===== src/sv/gcq_ram.sv =====
// Generic single-clock RAM: one write port, one read port, registered read.
// No dependencies.
module gcq_ram #(
  parameter int WIDTH = 8,
  parameter int DEPTH = 64,
  localparam int AW = (DEPTH > 1) ? $clog2(DEPTH) : 1
) (
  input  logic             clk,
  input  logic             we,
  input  logic [AW-1:0]    waddr,
  input  logic [WIDTH-1:0] wdata,
  input  logic [AW-1:0]    raddr,
  output logic [WIDTH-1:0] rdata
);

  logic [WIDTH-1:0] mem [DEPTH];

  always_ff @(posedge clk) begin
    if (we) begin
      mem[waddr] <= wdata;
    end
    rdata <= mem[raddr];
  end

endmodule


===== config.mk =====
export PLATFORM = sky130hd
export DESIGN_NAME = gcq_ram
export DESIGN_NICKNAME = d
export VERILOG_FILES = /design/src/sv/gcq_ram.sv
export SDC_FILE = /design/constraint.sdc
export NUM_CORES = 1
export LEC_CHECK = 0
export BUFFER_PORTS_ARGS = -buffer_cell sky130_fd_sc_hd__buf_4
export CORE_ASPECT_RATIO = 1.75
export CORE_MARGIN = 10
export CORE_UTILIZATION = 45
export DETAILED_ROUTE_END_ITERATION = 6
export GPL_TIMING_DRIVEN = 1
export PLACE_DENSITY_LB_ADDON = 0.25
export SLEW_MARGIN = 40
export SYNTH_ARGS = -nofsm -noshare
export SYNTH_HDL_FRONTEND = slang
export SYNTH_SLANG_ARGS = --single-unit

===== constraint.sdc =====
create_clock -name clk -period 2.34 [get_ports clk]
set_clock_uncertainty 0.05 [all_clocks]
set_input_delay 0.234 -clock clk [delete_from_list [all_inputs] [get_ports clk]]
set_output_delay 0.234 -clock clk [all_outputs]
set_load 0.01 [all_outputs]

# [Word level (Yosys, flattened, before mapping)]
# Memory sizes are Yosys's and may differ from the RTL's. A register that Yosys moved wholly into a read port is not among the register bits.
# Index checks and enable logic that the tools add are counted.
# W data, S select, Z words.
[word_totals] inputBits=22 output_inout_bits=8 ram_bits=512 mem_bits_ro=0 register_bits=0 wordCells=3 memories=1 latch_bits=0
[classes] n_eq_ne=0 multipliers=0 magnitude_cmp=0 n_addsub=0 reduce_logical=0 muxes=2 n_bitwise=0 shift=0 n_div=0
[memory_table] name="mem" words=64 width=8 rd=1 rd_ports_with_merged_regs=1 write_ports=1 line="16" source="logic [WIDTH-1:0] mem [DEPTH];"
[ops] op="$mux W1" n=2

# [Longest topological paths before layout]
[logic_depth] depth_word=2 depth_mapped=9 mapped_depth_nobuf=5

# [Least setup slack after synthesis]
# No wires, ideal clock.
[synth_timing] kind="in2reg" startpoint="in raddr[1]" endpoint="reg rdata[3], read port of mem" setup_time_ns=0.128 path_stages=7 t_required_ns=2.162 path_slack_ns=0.388 arrival_time_ns=1.774 path_buffers=3 cell_sequence="buf_4 > buf_2 > buf_2 > mux4_2 > mux4_2 > o21ai_1 > o41ai_1"
[synth_lines] element="from (decl)" line="12" source="input logic [AW-1:0] raddr,"
[synth_lines] element="to (decl)" line="13" source="output logic [WIDTH-1:0] rdata"

==> out/results.tsv <==
metric	value	unit
Slew Limit Fails	0	
Yosys reg bits	520	
fin nets	1115	
maximum number of pins on one net before global-route repair	65	
Worst EP required	2.74	ns
Area after DPL	21900	um^2
CP Max Fanout	1	
max_cap viols	0	
pre-CTS setup slack	-0.136	ns
CP Cell Sequence	mux4_2 -> mux2_2 -> o221a_2 -> nor3_1 -> buf_4 -> o32ai_1	
postcts setup bufs	0	
critical path's top delay family	multiplexers	
Worst Hold Class	primary input to flop	
Crit. End Element	flop	
final WL	46.5	mm
most frequent standard cell in the layout excluding fill and tap cells	edfxtp_1	
worst min-delay path startpoint	wdata[2]	
TritonRoute pass-1 iters	5	
Clk pin slew, worst setup/hold paths	0.07	ns
initial antenna violation count	0	
Tmin final	2.07	ns
DRT antenna net count	0	
CP peak stage delay	0.48	ns
initial core utilization	45.5	%
maximum clock insertion buffer count	3	
DRC	0	
slowest CP cell	mux4_2	
GRT Util Overall	17.1	%
Final Cycle Share	88.5	%
gpl congestion	0.813	
DIE HEIGHT	300	um
Synth Net Count	962	
HPWL Detailed	31.0	mm
root buf cell	clkbuf_16	
row count	102	
full die area	54000	um^2
peak supply drop	0.556	mV
sequential area share after synthesis	77.0	%
H-tree levels	2	
final hold vios	0	
Final setup viols	0	
r2r startpoint	mem[29][4]	
flop2flop setup slack	0.27	ns
worst hold margin	0.175	ns
TNS Setup	0	ns
worst skew pair latency	0.56	ns
Tightest Pin Transition	0.757	ns
Fmax achieved	0.483	GHz
Buffers on Ports	29	
vias in the first global route	10400	
DR iter-0 viols	781	
status	completed	
CP bufs+invs	1	
first-pass GRT wire length	68.8	mm
drt wl/cell	27.4	um
Antenna Diode Count	0	
# IOs	30	
most frequent cells in the layout	512 x edfxtp_1, 145 x buf_4, 126 x mux4_2	
crit path launch	mem[29][4]	
core area	44300	um^2
CTS tree	built	
CTS buffer count	45	
WP data arrival	2.47	ns
Power Dens Cells	800	nW/um^2
P_leak	7.50	nW
GRT overflow	0	
layout cells sized above 1	32.8	%
drt via density	5.74	
clock sink count	520	
Via Count	9768	
final instance area	23300	um^2
slew margin rel.	49.5	%
Netlist cell types	40	
Area Growth Syn to Fin	15.6	%
setup ws final	0.270	ns
Die X	180	um
Avg Inst Size Synth	21.5	um^2
critical path launch point type	flop	
Crit Path Class	flop to flop	
Yosys warning count	0	
Mapped Cells	940	
RSZ-0062 raised after global routing	false	
Synth Cell Area	20200	um^2
synth_stat cells:
library cell / instances / area (um^2)
a2111oi_0: 2 / 17.5
a211oi_1: 4 / 30.0
a21oi_1: 3 / 15.0
a221oi_1: 6 / 52.6
a22oi_1: 3 / 22.5
a31oi_1: 1 / 6.26
and2_1: 1 / 6.26
buf_1: 4 / 15.0
buf_12: 2 / 40.0
buf_2: 11 / 55.1
buf_4: 13 / 97.6
buf_6: 4 / 45.0
clkbuf_1: 17 / 63.8
dfxtp_1: 8 / 160
edfxtp_1: 512 / 15400
mux2_2: 13 / 146
mux2i_1: 23 / 230
mux4_2: 126 / 2840
nand2_1: 19 / 71.3
nand2b_1: 7 / 43.8
nand3_1: 13 / 65.1
nand3b_1: 3 / 22.5
nand4_1: 2 / 12.5
nand4b_1: 1 / 8.76
nor2_1: 83 / 312
nor2b_1: 14 / 87.6
nor3_1: 7 / 35.0
nor4_1: 2 / 12.5
o2111ai_1: 3 / 26.3
o21a_1: 2 / 15.0
o21ai_0: 2 / 10.0
o21ai_1: 2 / 10.0
o221a_2: 2 / 22.5
o221ai_1: 8 / 70.1
o22ai_1: 8 / 50.1
o2bb2ai_1: 3 / 26.3
o311ai_1: 1 / 8.76
o32ai_1: 2 / 17.5
o41ai_1: 2 / 17.5
or3_1: 1 / 6.26
routing by layer:
metal,global-route usage (%),wire length [um],vias to the layer above
li1,-,-,4225
met1,19.1,17100,5195
met2,31.5,25400,256
met3,2.35,1820,92
met4,8.33,2160,0
met5,0,0,-
logic make-up (layout without fill, tap and decap cells):
| kind of cell | count (synthesis) | after routing | share of synthesized area [%] |
|---|---|---|---|
| compound gates | 54 | 54 | 2.07 |
| simple gates | 153 | 153 | 3.39 |
| mux | 162 | 162 | 15.9 |
| buf+inv | 51 | 240 | 1.57 |
| flops | 520 | 520 | 77.0 |
area by class of cell:
cell class	instances	area, um^2
repair buffers	157	1310
well taps	572	716
multi-input cells	369	4320
clock buffers	48	1140
fillers	3418	21000
flip-flops and latches	520	15500
clock inverters	35	300
report_power, final:
part / switching (mW) / total (mW) / internal [mW] / leakage [nW]
registers: 0.0292 / 10.3 / 10.3 / 4.67
logic: 0.619 / 1.06 / 0.445 / 2.12
clock network: 3.26 / 7.26 / 4.00 / 0.701
per-stage QoR:
step	power, mW	util (%)	instances
2_1_floorplan	11.1	-	940
3_3_place_gp	11.6	49.4	1617
3_5_place_dp	11.6	49.4	1617
4_1_cts	18.8	52.7	1701
5_1_grt	19.3	52.7	1701
6_report	18.7	52.7	1701
repair_timing:
action                                 4_1_cts  5_1_grt
setup endpoints to repair                    0        0
gates resized for setup                      0        0
hold buffers                                 1        0
endpoints found under the hold margin        2        0
final timing paths:
| kind | end | depth (start not counted) |
|---|---|---|
| hold / removal | mem[48][2] | 1 |
| setup / recovery | rdata[4] | 6 |
| setup reg to reg | rdata[4] | 6 |
| hold reg to reg | rdata[4] | 3 |
state kept, by name, summed over array words and instances (netlist names):
name / flops
mem: 512
rdata: 8
Power figures use the tool's default switching activity.
