### config.mk
export PLATFORM = sky130hd
export DESIGN_NAME = gcq_pick
export DESIGN_NICKNAME = d
export VERILOG_FILES = /design/src/sv/gcq_pkg.sv /design/src/sv/gcq_pick.sv
export SDC_FILE = /design/constraint.sdc
export NUM_CORES = 1
export LEC_CHECK = 0
export BUFFER_PORTS_ARGS = -buffer_cell sky130_fd_sc_hd__buf_2
export CORE_MARGIN = 5
export CORE_UTILIZATION = 40
export DETAILED_ROUTE_END_ITERATION = 7
export PLACE_DENSITY = 0.79
export SLEW_MARGIN = 30
export SYNTH_ARGS = -nofsm -noshare
export SYNTH_HDL_FRONTEND = slang
export SYNTH_SLANG_ARGS = --single-unit
### constraint.sdc
create_clock -name vclk -period 3.7
set_clock_uncertainty 0.15 [all_clocks]
set_input_delay 0.925 -clock vclk [all_inputs]
set_output_delay 0.925 -clock vclk [all_outputs]
set_load 0.05 [all_outputs]
### src/sv/gcq_pkg.sv
// Shared types, constants and helpers for the graph connectivity query block.
// No dependencies; gcq_pick and graph_connectivity_query import this package.
package gcq_pkg;

  localparam int MAX_VERTICES = 64;
  localparam int IDX_W  = (MAX_VERTICES > 1) ? $clog2(MAX_VERTICES) : 1;
  localparam int CNT_W  = $clog2(MAX_VERTICES + 1);
  localparam int VTX_W  = 7;
  localparam int REQ_W  = 2;
  localparam int STAT_W = 2;
  localparam int CMP_W  = (VTX_W > CNT_W) ? VTX_W : CNT_W;

  typedef logic [MAX_VERTICES-1:0] row_t;

  typedef enum logic [REQ_W-1:0] {
    REQ_CLEAR = 2'd0,
    REQ_ADD   = 2'd1,
    REQ_QUERY = 2'd2,
    REQ_NONE  = 2'd3
  } req_t;

  typedef enum logic [STAT_W-1:0] {
    ST_OK    = 2'd0,
    ST_RANGE = 2'd1,
    ST_SAME  = 2'd2
  } status_t;

  typedef enum logic [2:0] {
    S_CLEAR,
    S_IDLE,
    S_ADD_A,
    S_ADD_B,
    S_POP,
    S_ROW,
    S_SCAN,
    S_PUSH
  } state_t;

  // Lowest pending vertex and what is left after taking it.
  typedef struct packed {
    logic             any;
    logic [IDX_W-1:0] idx;
    row_t             rest;
  } pick_t;

endpackage

### src/sv/gcq_pick.sv
// Picks the lowest set bit of the pending neighbor word for the next push.
// Depends on gcq_pkg.
module gcq_pick (
  input  gcq_pkg::row_t  pend,
  output gcq_pkg::pick_t res
);
  import gcq_pkg::*;

  row_t             lsb;
  logic [IDX_W-1:0] idx;

  // isolate lowest one, then encode it
  assign lsb = pend & (~pend + row_t'(1));

  always_comb begin
    idx = '0;
    for (int i = 0; i < MAX_VERTICES; i++) begin
      if (lsb[i]) begin
        idx = idx | IDX_W'(i);
      end
    end
  end

  assign res.any  = |pend;
  assign res.idx  = idx;
  assign res.rest = pend & ~lsb;

endmodule

==> metrics.cfg, run 1 <==
[clocking]
hold_buffers = 0

[grt]
grt_overflow_total = 18
grt_max_degree = 10
grt_use_total = 0.664

[run_status]
error = [ERROR GRT-0232] Routing congestion too high. Check the congestion heatmap in the GUI.
stop_stage = global routing (5_1_grt)
status = did not finish

[yosys]
synth.distinct_cells = 60
yosys_warnings = 0
synth.cell_area_um2 = 2020
syn_inst = 317
yosysSeqAreaShare = 0
synth_top_area_share = 0.0631
synth_nets = 381
synthTopCellsByArea = nand2_1 6.3%, nor3_1 5.9%, nor4_1 5.9%
yosysTopAreaCell = nand2_1
avgSynthCellArea_um2 = 6.38

[placement]
port-buffer-count = 134
placed_area_um2 = 3920
dp_hpwl_um = 9930
globalplace.congestion = 0.990
dp_slack_ns = -0.801

[die]
row_count = 25
die_h_um = 81.1
dieWidth_um = 81.1
start_util = 0.420
io_pins = 135

[timing]
worstEndpointType = primary output
worstEndpointGrtRepair = res[66]

[logic make-up after synthesis]
kind of cell           count (synthesis)  synth area share
other                                  1           0.00185
AND/OR/NAND/NOR                      213             0.645
buffers and inverters                 22            0.0588
AO/OA/AOI/OAI                         81             0.294
[what timing repair did]
item,4_1_cts
resized for setup,88
buffers inserted,7
endpoints found under the setup margin,31
pin swaps,18
[synthesized netlist by cell type, types with 2 or more instances]
master      n
nor2b_1    12
or3_1       3
a21oi_1    16
nand2_1    34
and2_1     17
nand2b_1    2
o21ai_0     3
nand3b_1    2
inv_1      12
nand3_1    19
nor4_1     19
a21boi_0   15
nor2_1     31
a31oi_1     7
o31a_1      3
nor3_1     24
o211ai_1    2
o41a_1      2
nand4_1    15
and3_1      5
nor3_2      3
nand3_2     3
nor4_4      5
buf_6       4
nor4_2      7
o21ai_1     4
buf_2       2
clkbuf_1    3
o22ai_1     2
a2111oi_0   2
a211oi_1    3
a311o_1     2
o21a_1      6
nor4b_1     2
[metal layers]
| metal | global-route usage | GRT overflow |
|---|---|---|
| met1 | 0.638 | 0 |
| met2 | 0.874 | 12 |
| met3 | 0.479 | 0 |
| met4 | 0.667 | 6 |
| met5 | 0.242 | 0 |
[metrics by stage]
stage,std cells,utilization
floorplan,317,-
detailed placement,661,0.814
global placement,661,0.814
CTS,668,0.888
==> run 2: changes to the inputs <==
CORE_UTILIZATION = 25   (was 40)
PLACE_DENSITY = default   (was 0.79)
PLACE_DENSITY_LB_ADDON = 0.15   (was default)
==> run 2 against run 1 <==
- the flow now finishes, with violations (negative setup slack)
- synthesized cell count unchanged
- synthesized area unchanged
==> metrics.cfg, run 2 <==
[routing]
viasPerCell = 5.32
vias = 3811
firstDrtPassIters = 5
drtIter0Drc = 285
drc = 0
wire_per_inst_um = 17.4
wl_um = 12500
postRouteAntennaNets = 0

[yosys]
synthTopCellsByArea = nand2_1 6.3%, nor3_1 5.9%, nor4_1 5.9%
synth_nets = 381  ; unchanged
yosysMostFrequentCell = nand2_1
yosysTopAreaCell = nand2_1
synth_top_area_share = 0.0631  ; unchanged
synth_commonest_cells = 34 x nand2_1, 31 x nor2_1, 24 x nor3_1
yosysSeqAreaShare = 0  ; unchanged
synth.distinct_cells = 60  ; unchanged
avgSynthCellArea_um2 = 6.38  ; unchanged
synth.cell_area_um2 = 2020  ; unchanged
syn_inst = 317  ; unchanged
yosys_warnings = 0  ; unchanged

[final_layout]
final_area_um2 = 4770
seq_cells = 0
register_area_um2 = 0
fin_cells = 717
finalNetCount = 681
multi_input_area_um2 = 2260
layout_commonest_cell = buf_4
final_cell_mix = 158 x buf_4, 94 x buf_2, 46 x buf_6
fillers = 731
syn_to_final_growth_pct = 136
n_clock_buffer = 0
antennaDiodeCount = 0
drive_gt1_frac = 0.624

[worst_setup_path]
cpPeakStageDelay_ns = 0.39
arrival_ns = 2.91
crit_type = in2out
start_kind = primary input
end_kind = primary output
path_common_cell = buf_6
worstPathRequired_ns = 2.62
cpMaxStageDelayCell = nor4_4
crit_fanout = 4
path_cells = buf_8 -> nor4_4 -> nand3_2 -> buf_6 -> nor4_4 -> nand3_4 -> buf_6 -> o22ai_4 -> nor2_1 -> nand4_1 -> buf_6

[die]
row_count = 32  ; +28%
core_area_um2 = 7810
io_pins = 135  ; unchanged
start_util = 0.259  ; -0.161
die_h_um = 99.9  ; +23%
dieWidth_um = 99.9  ; +23%
die-area_um2 = 9990

[grt]
grt_pass1_vias = 3865
grt_use_total = 0.237
grt_max_degree = 13
grt_antenna_before_repair = 0
grt_pass1_wl_um = 19500
grt_overflow_total = 0

[placement]
dp_slack_ns = -0.690  ; +0.112 ns
port-buffer-count = 134  ; unchanged
globalplace.congestion = 0.907  ; -8.4%
dp_hpwl_um = 10600  ; +6.4%
placedCellCount = 703  ; +6.4%
placed_area_um2 = 4040  ; +3.1%

[timing]
timing.hold.ws_ns = 2.07
finalSetupViolCount = 28
fin_crit_sh = 1.08
setup_slack_ns = -0.287
fin_crit_ns = 3.99
fmax_mhz = 251
slew_viol_final = 0
hold_viol = 0
tns_ns = -3.92
rsz0062_at_grt = yes

[run_status]
violations = negative setup slack
status = complete, but fails checks

[pwr]
cellPowerDensity_nw_per_um2 = 99.5
p_clk_frac = 0
internal_power_uw = 188
p_sw_frac = 0.604
combPwrFrac = 1.000
irDropWorstVdd_mv = 0.0539
seq_power_share = 0
p_leak_uw = 0.00231
power.net_switching_uw = 286

[hold_path]
hold_class = in2out

[flow_run]
drv_cap = 0

[clocking]
hold_buffers = 0  ; unchanged

-- run 2: cell counts after synthesis --
No cell type changed its count.
-- run 2: layout make-up --
cell class,instances,area share
tap,102,0.0268
inverter,12,0.00945
multi-input combinational,295,0.474
timing repair buffer,308,0.490
-- run 2: power groups by stage --
stage / sequential, uW / combinational (uW) / clock [uW]
after detailed placement: 0 / 425 / 0
final: 0 / 474 / 0
after global placement: 0 / 424 / 0
after CTS: 0 / 458 / 0
after floorplan: 0 / 215 / 0
after global routing: 0 / 502 / 0
-- run 2: cells by family after synthesis --
family,after synthesis,synth area share
buffers and inverters,22,0.0588
and+or+nand+nor,213,0.645
other,1,0.00185
AOI/OAI and AO/OA,81,0.294
-- run 2: metal layers --
metal,vias up,share of wire,track usage
li1,1847,-,-
met1,1807,0.44,0.327
met2,145,0.48,0.409
met3,12,0.070,0.0181
met4,0,0.013,0.0336
met5,-,0,0
-- run 2: final timing paths --
check | depth (start not counted) | start | endpoint | slack [ns]
max | 11 | pend[8] | res[69] | -0.29
min | 3 | pend[63] | res[63] | 2.07
-- run 2: timing repair --
action                     CTS  global route
pin swaps                   26            22
setup endpoints to repair   41            42
setup buffers               13             7
gates cloned                 1             1
gates resized for setup    115            57
-- run 2: critical path: cells and delay by family --
family	cells	cell delay, ns
buf+inv	4	0.62
compound gates	1	0.11
simple gates	6	1.26
-- run 2: through the flow --
step / util / power (uW)
floorplan: - / 215
finish: 0.610 / 474
CTS: 0.586 / 458
global placement: 0.518 / 424
detailed placement: 0.518 / 425
global route: 0.610 / 502
Note: power is estimated with default switching activity, not from simulation.
==> run 3: changes to the inputs <==
clock period = 4.31 ns   (was 3.7 ns; I/O delays follow)
==> run 3 against run 2 <==
- via count is 9.4% lower
- critical path type unchanged
- largest cell class is now multi-input gates
- core utilization shrank 12 points
- routed wire length down 11%
- combinational power fell by 27%
- die area did not move
- cell count fell by 8.8%
- the flow still finishes with violations (negative setup slack)
- worst hold slack improved by 0.34 ns
- sequential share of layout area unchanged
- critical path depth stayed put
==> metrics.cfg, run 3 (synthesized netlist as in run 2, its figures left out) <==
[pwr]
cellPowerDensity_nw_per_um2 = 89.8  ; -9.8%
p_sw_frac = 0.667  ; +0.0634
power.net_switching_uw = 230  ; -20%
seq_power_share = 0  ; unchanged
combPwrFrac = 1.000  ; about the same
total_power_uw = 345  ; -27%
internal_power_uw = 115  ; -39%
p_leak_uw = 0.00181  ; -22%
p_clk_frac = 0  ; unchanged
irDropWorstVdd_mv = 0.0524  ; -2.9%

[worst_setup_path]
worstPathRequired_ns = 3.08  ; +0.46 ns
crit_fanout = 8  ; +4
crit_type = in2out
end_kind = primary output
arrival_ns = 3.10  ; +0.19 ns
start_kind = primary input
cp-startpoint = pend[16]

[final_layout]
fin_cells = 654  ; -8.8%
layout_commonest_cell = buf_2
register_area_um2 = 0  ; unchanged
drive_gt1_frac = 0.527  ; -0.0972
final_area_um2 = 3840  ; -19%
finalNetCount = 618  ; -9.3%
n_clock_buffer = 0  ; unchanged
final_cell_mix = 120 x buf_2, 111 x buf_4, 34 x nand2_1
seq_cells = 0  ; unchanged
antennaDiodeCount = 0  ; unchanged
syn_to_final_growth_pct = 89.9

[die]
row_count = 32  ; unchanged
start_util = 0.259  ; unchanged
io_pins = 135  ; unchanged
core_area_um2 = 7810  ; unchanged
dieWidth_um = 99.9  ; unchanged
die_h_um = 99.9  ; unchanged
die-area_um2 = 9990  ; unchanged

[timing]
setup_slack_ns = -0.0150  ; +0.272 ns
hold_viol = 0  ; unchanged
rsz0062_at_grt = yes
fmax_mhz = 231
finalSetupViolCount = 1  ; -96%
slew_viol_final = 0  ; unchanged
fin_crit_ns = 4.33
fin_crit_sh = 1.00
worst_slew_pin_slew_ns = 0.571
slew_headroom = 0.616

[hold_path]
hold_class = in2out
worstHoldStart = pend[63]

[grt]
grt_pass1_wl_um = 17300  ; -11%
grt_max_degree = 11  ; -2
grt_use_total = 0.207  ; -0.0293
grt_pass1_vias = 3377  ; -13%
grt_overflow_total = 0  ; unchanged
grt_antenna_before_repair = 0  ; unchanged

[routing]
postRouteAntennaNets = 0  ; unchanged
vias = 3454  ; -9.4%
wl_um = 11100  ; -11%
viasPerCell = 5.28  ; -0.64%
drtIter0Drc = 198  ; -31%
drc = 0  ; unchanged
wire_per_inst_um = 17.0  ; -2.2%
firstDrtPassIters = 4  ; -1

[placement]
port-buffer-count = 134  ; unchanged
placedCellCount = 649  ; -7.7%
dp_hpwl_um = 9640  ; -8.7%
globalplace.congestion = 0.972  ; +7.1%
placed_area_um2 = 3540  ; -12%

[run_status]
violations = negative setup slack
status = complete, but fails checks

[flow_run]
drv_cap = 0  ; unchanged

[clocking]
hold_buffers = 0  ; unchanged

run 3: cell types whose count changed in the layout (fill, tap and decap cells not counted), moves of 4 or more:
cell	delta
nand2_2	-5
buf_4	-47
a21boi_0	+4
buf_8	-5
nand2_1	+8
nor2b_1	+4
buf_2	+26
buf_6	-35
a21boi_2	-4
run 3: what timing repair did:
| item | CTS | global route |
|---|---|---|
| endpoints found under the hold margin | 0 | 0 |
| pin swaps | 11 | 11 |
| endpoints found under the setup margin | 17 | 13 |
| setup buffers | 3 | 2 |
| gates cloned | 0 | 0 |
| gates resized for setup | 39 | 28 |
run 3: cell type report:
type | instances | area, um^2
Fill cell | 853 | 3970
Inverter | 12 | 45.0
Multi-Input combinational cell | 295 | 2060
Tap cell | 102 | 128
Timing Repair Buffer | 245 | 1600
run 3: routing by layer:
metal / global-route usage / vias up / part of all wire
met4: 0.0105 / 0 / 0.0059
met2: 0.358 / 117 / 0.47
met3: 0.0188 / 8 / 0.065
li1: - / 1713 / -
met1: 0.293 / 1616 / 0.46
met5: 0 / - / 0
run 3: worst paths after layout:
path | cells after the start | slack [ns] | endpoint
max | 11 | -0.02 | res[68]
min | 4 | 2.41 | res[70]
run 3: critical path, cell delays in order:
cell and delay [ns]:
buf_8 0.10, nor4_4 0.35, nand4b_4 0.19, buf_8 0.19, nor3_4 0.23, buf_6 0.16
nand3_1 0.11, a21boi_1 0.18, nor4b_2 0.20, nand4_1 0.12, buf_6 0.18
run 3: power by group through the flow:
stage               clock network, uW  registers, uW  logic (uW)
global placement                    0              0         331
detailed placement                  0              0         331
floorplan                           0              0         181
finish                              0              0         345
global route                        0              0         365
CTS                                 0              0         339
run 3: through the flow:
stage / hold WS, ns / setup TNS, ns / setup WS [ns] / util
6_report: 2.41 / -0.0150 / -0.0150 / 0.492
5_1_grt: 2.43 / -0.610 / -0.104 / 0.492
4_1_cts: 2.41 / 0 / 0.00947 / 0.479
3_5_place_dp: 2.40 / -2.66 / -0.380 / 0.454
3_3_place_gp: 2.41 / -2.13 / -0.378 / 0.454
2_1_floorplan: 2.19 / 0 / 0.0668 / -
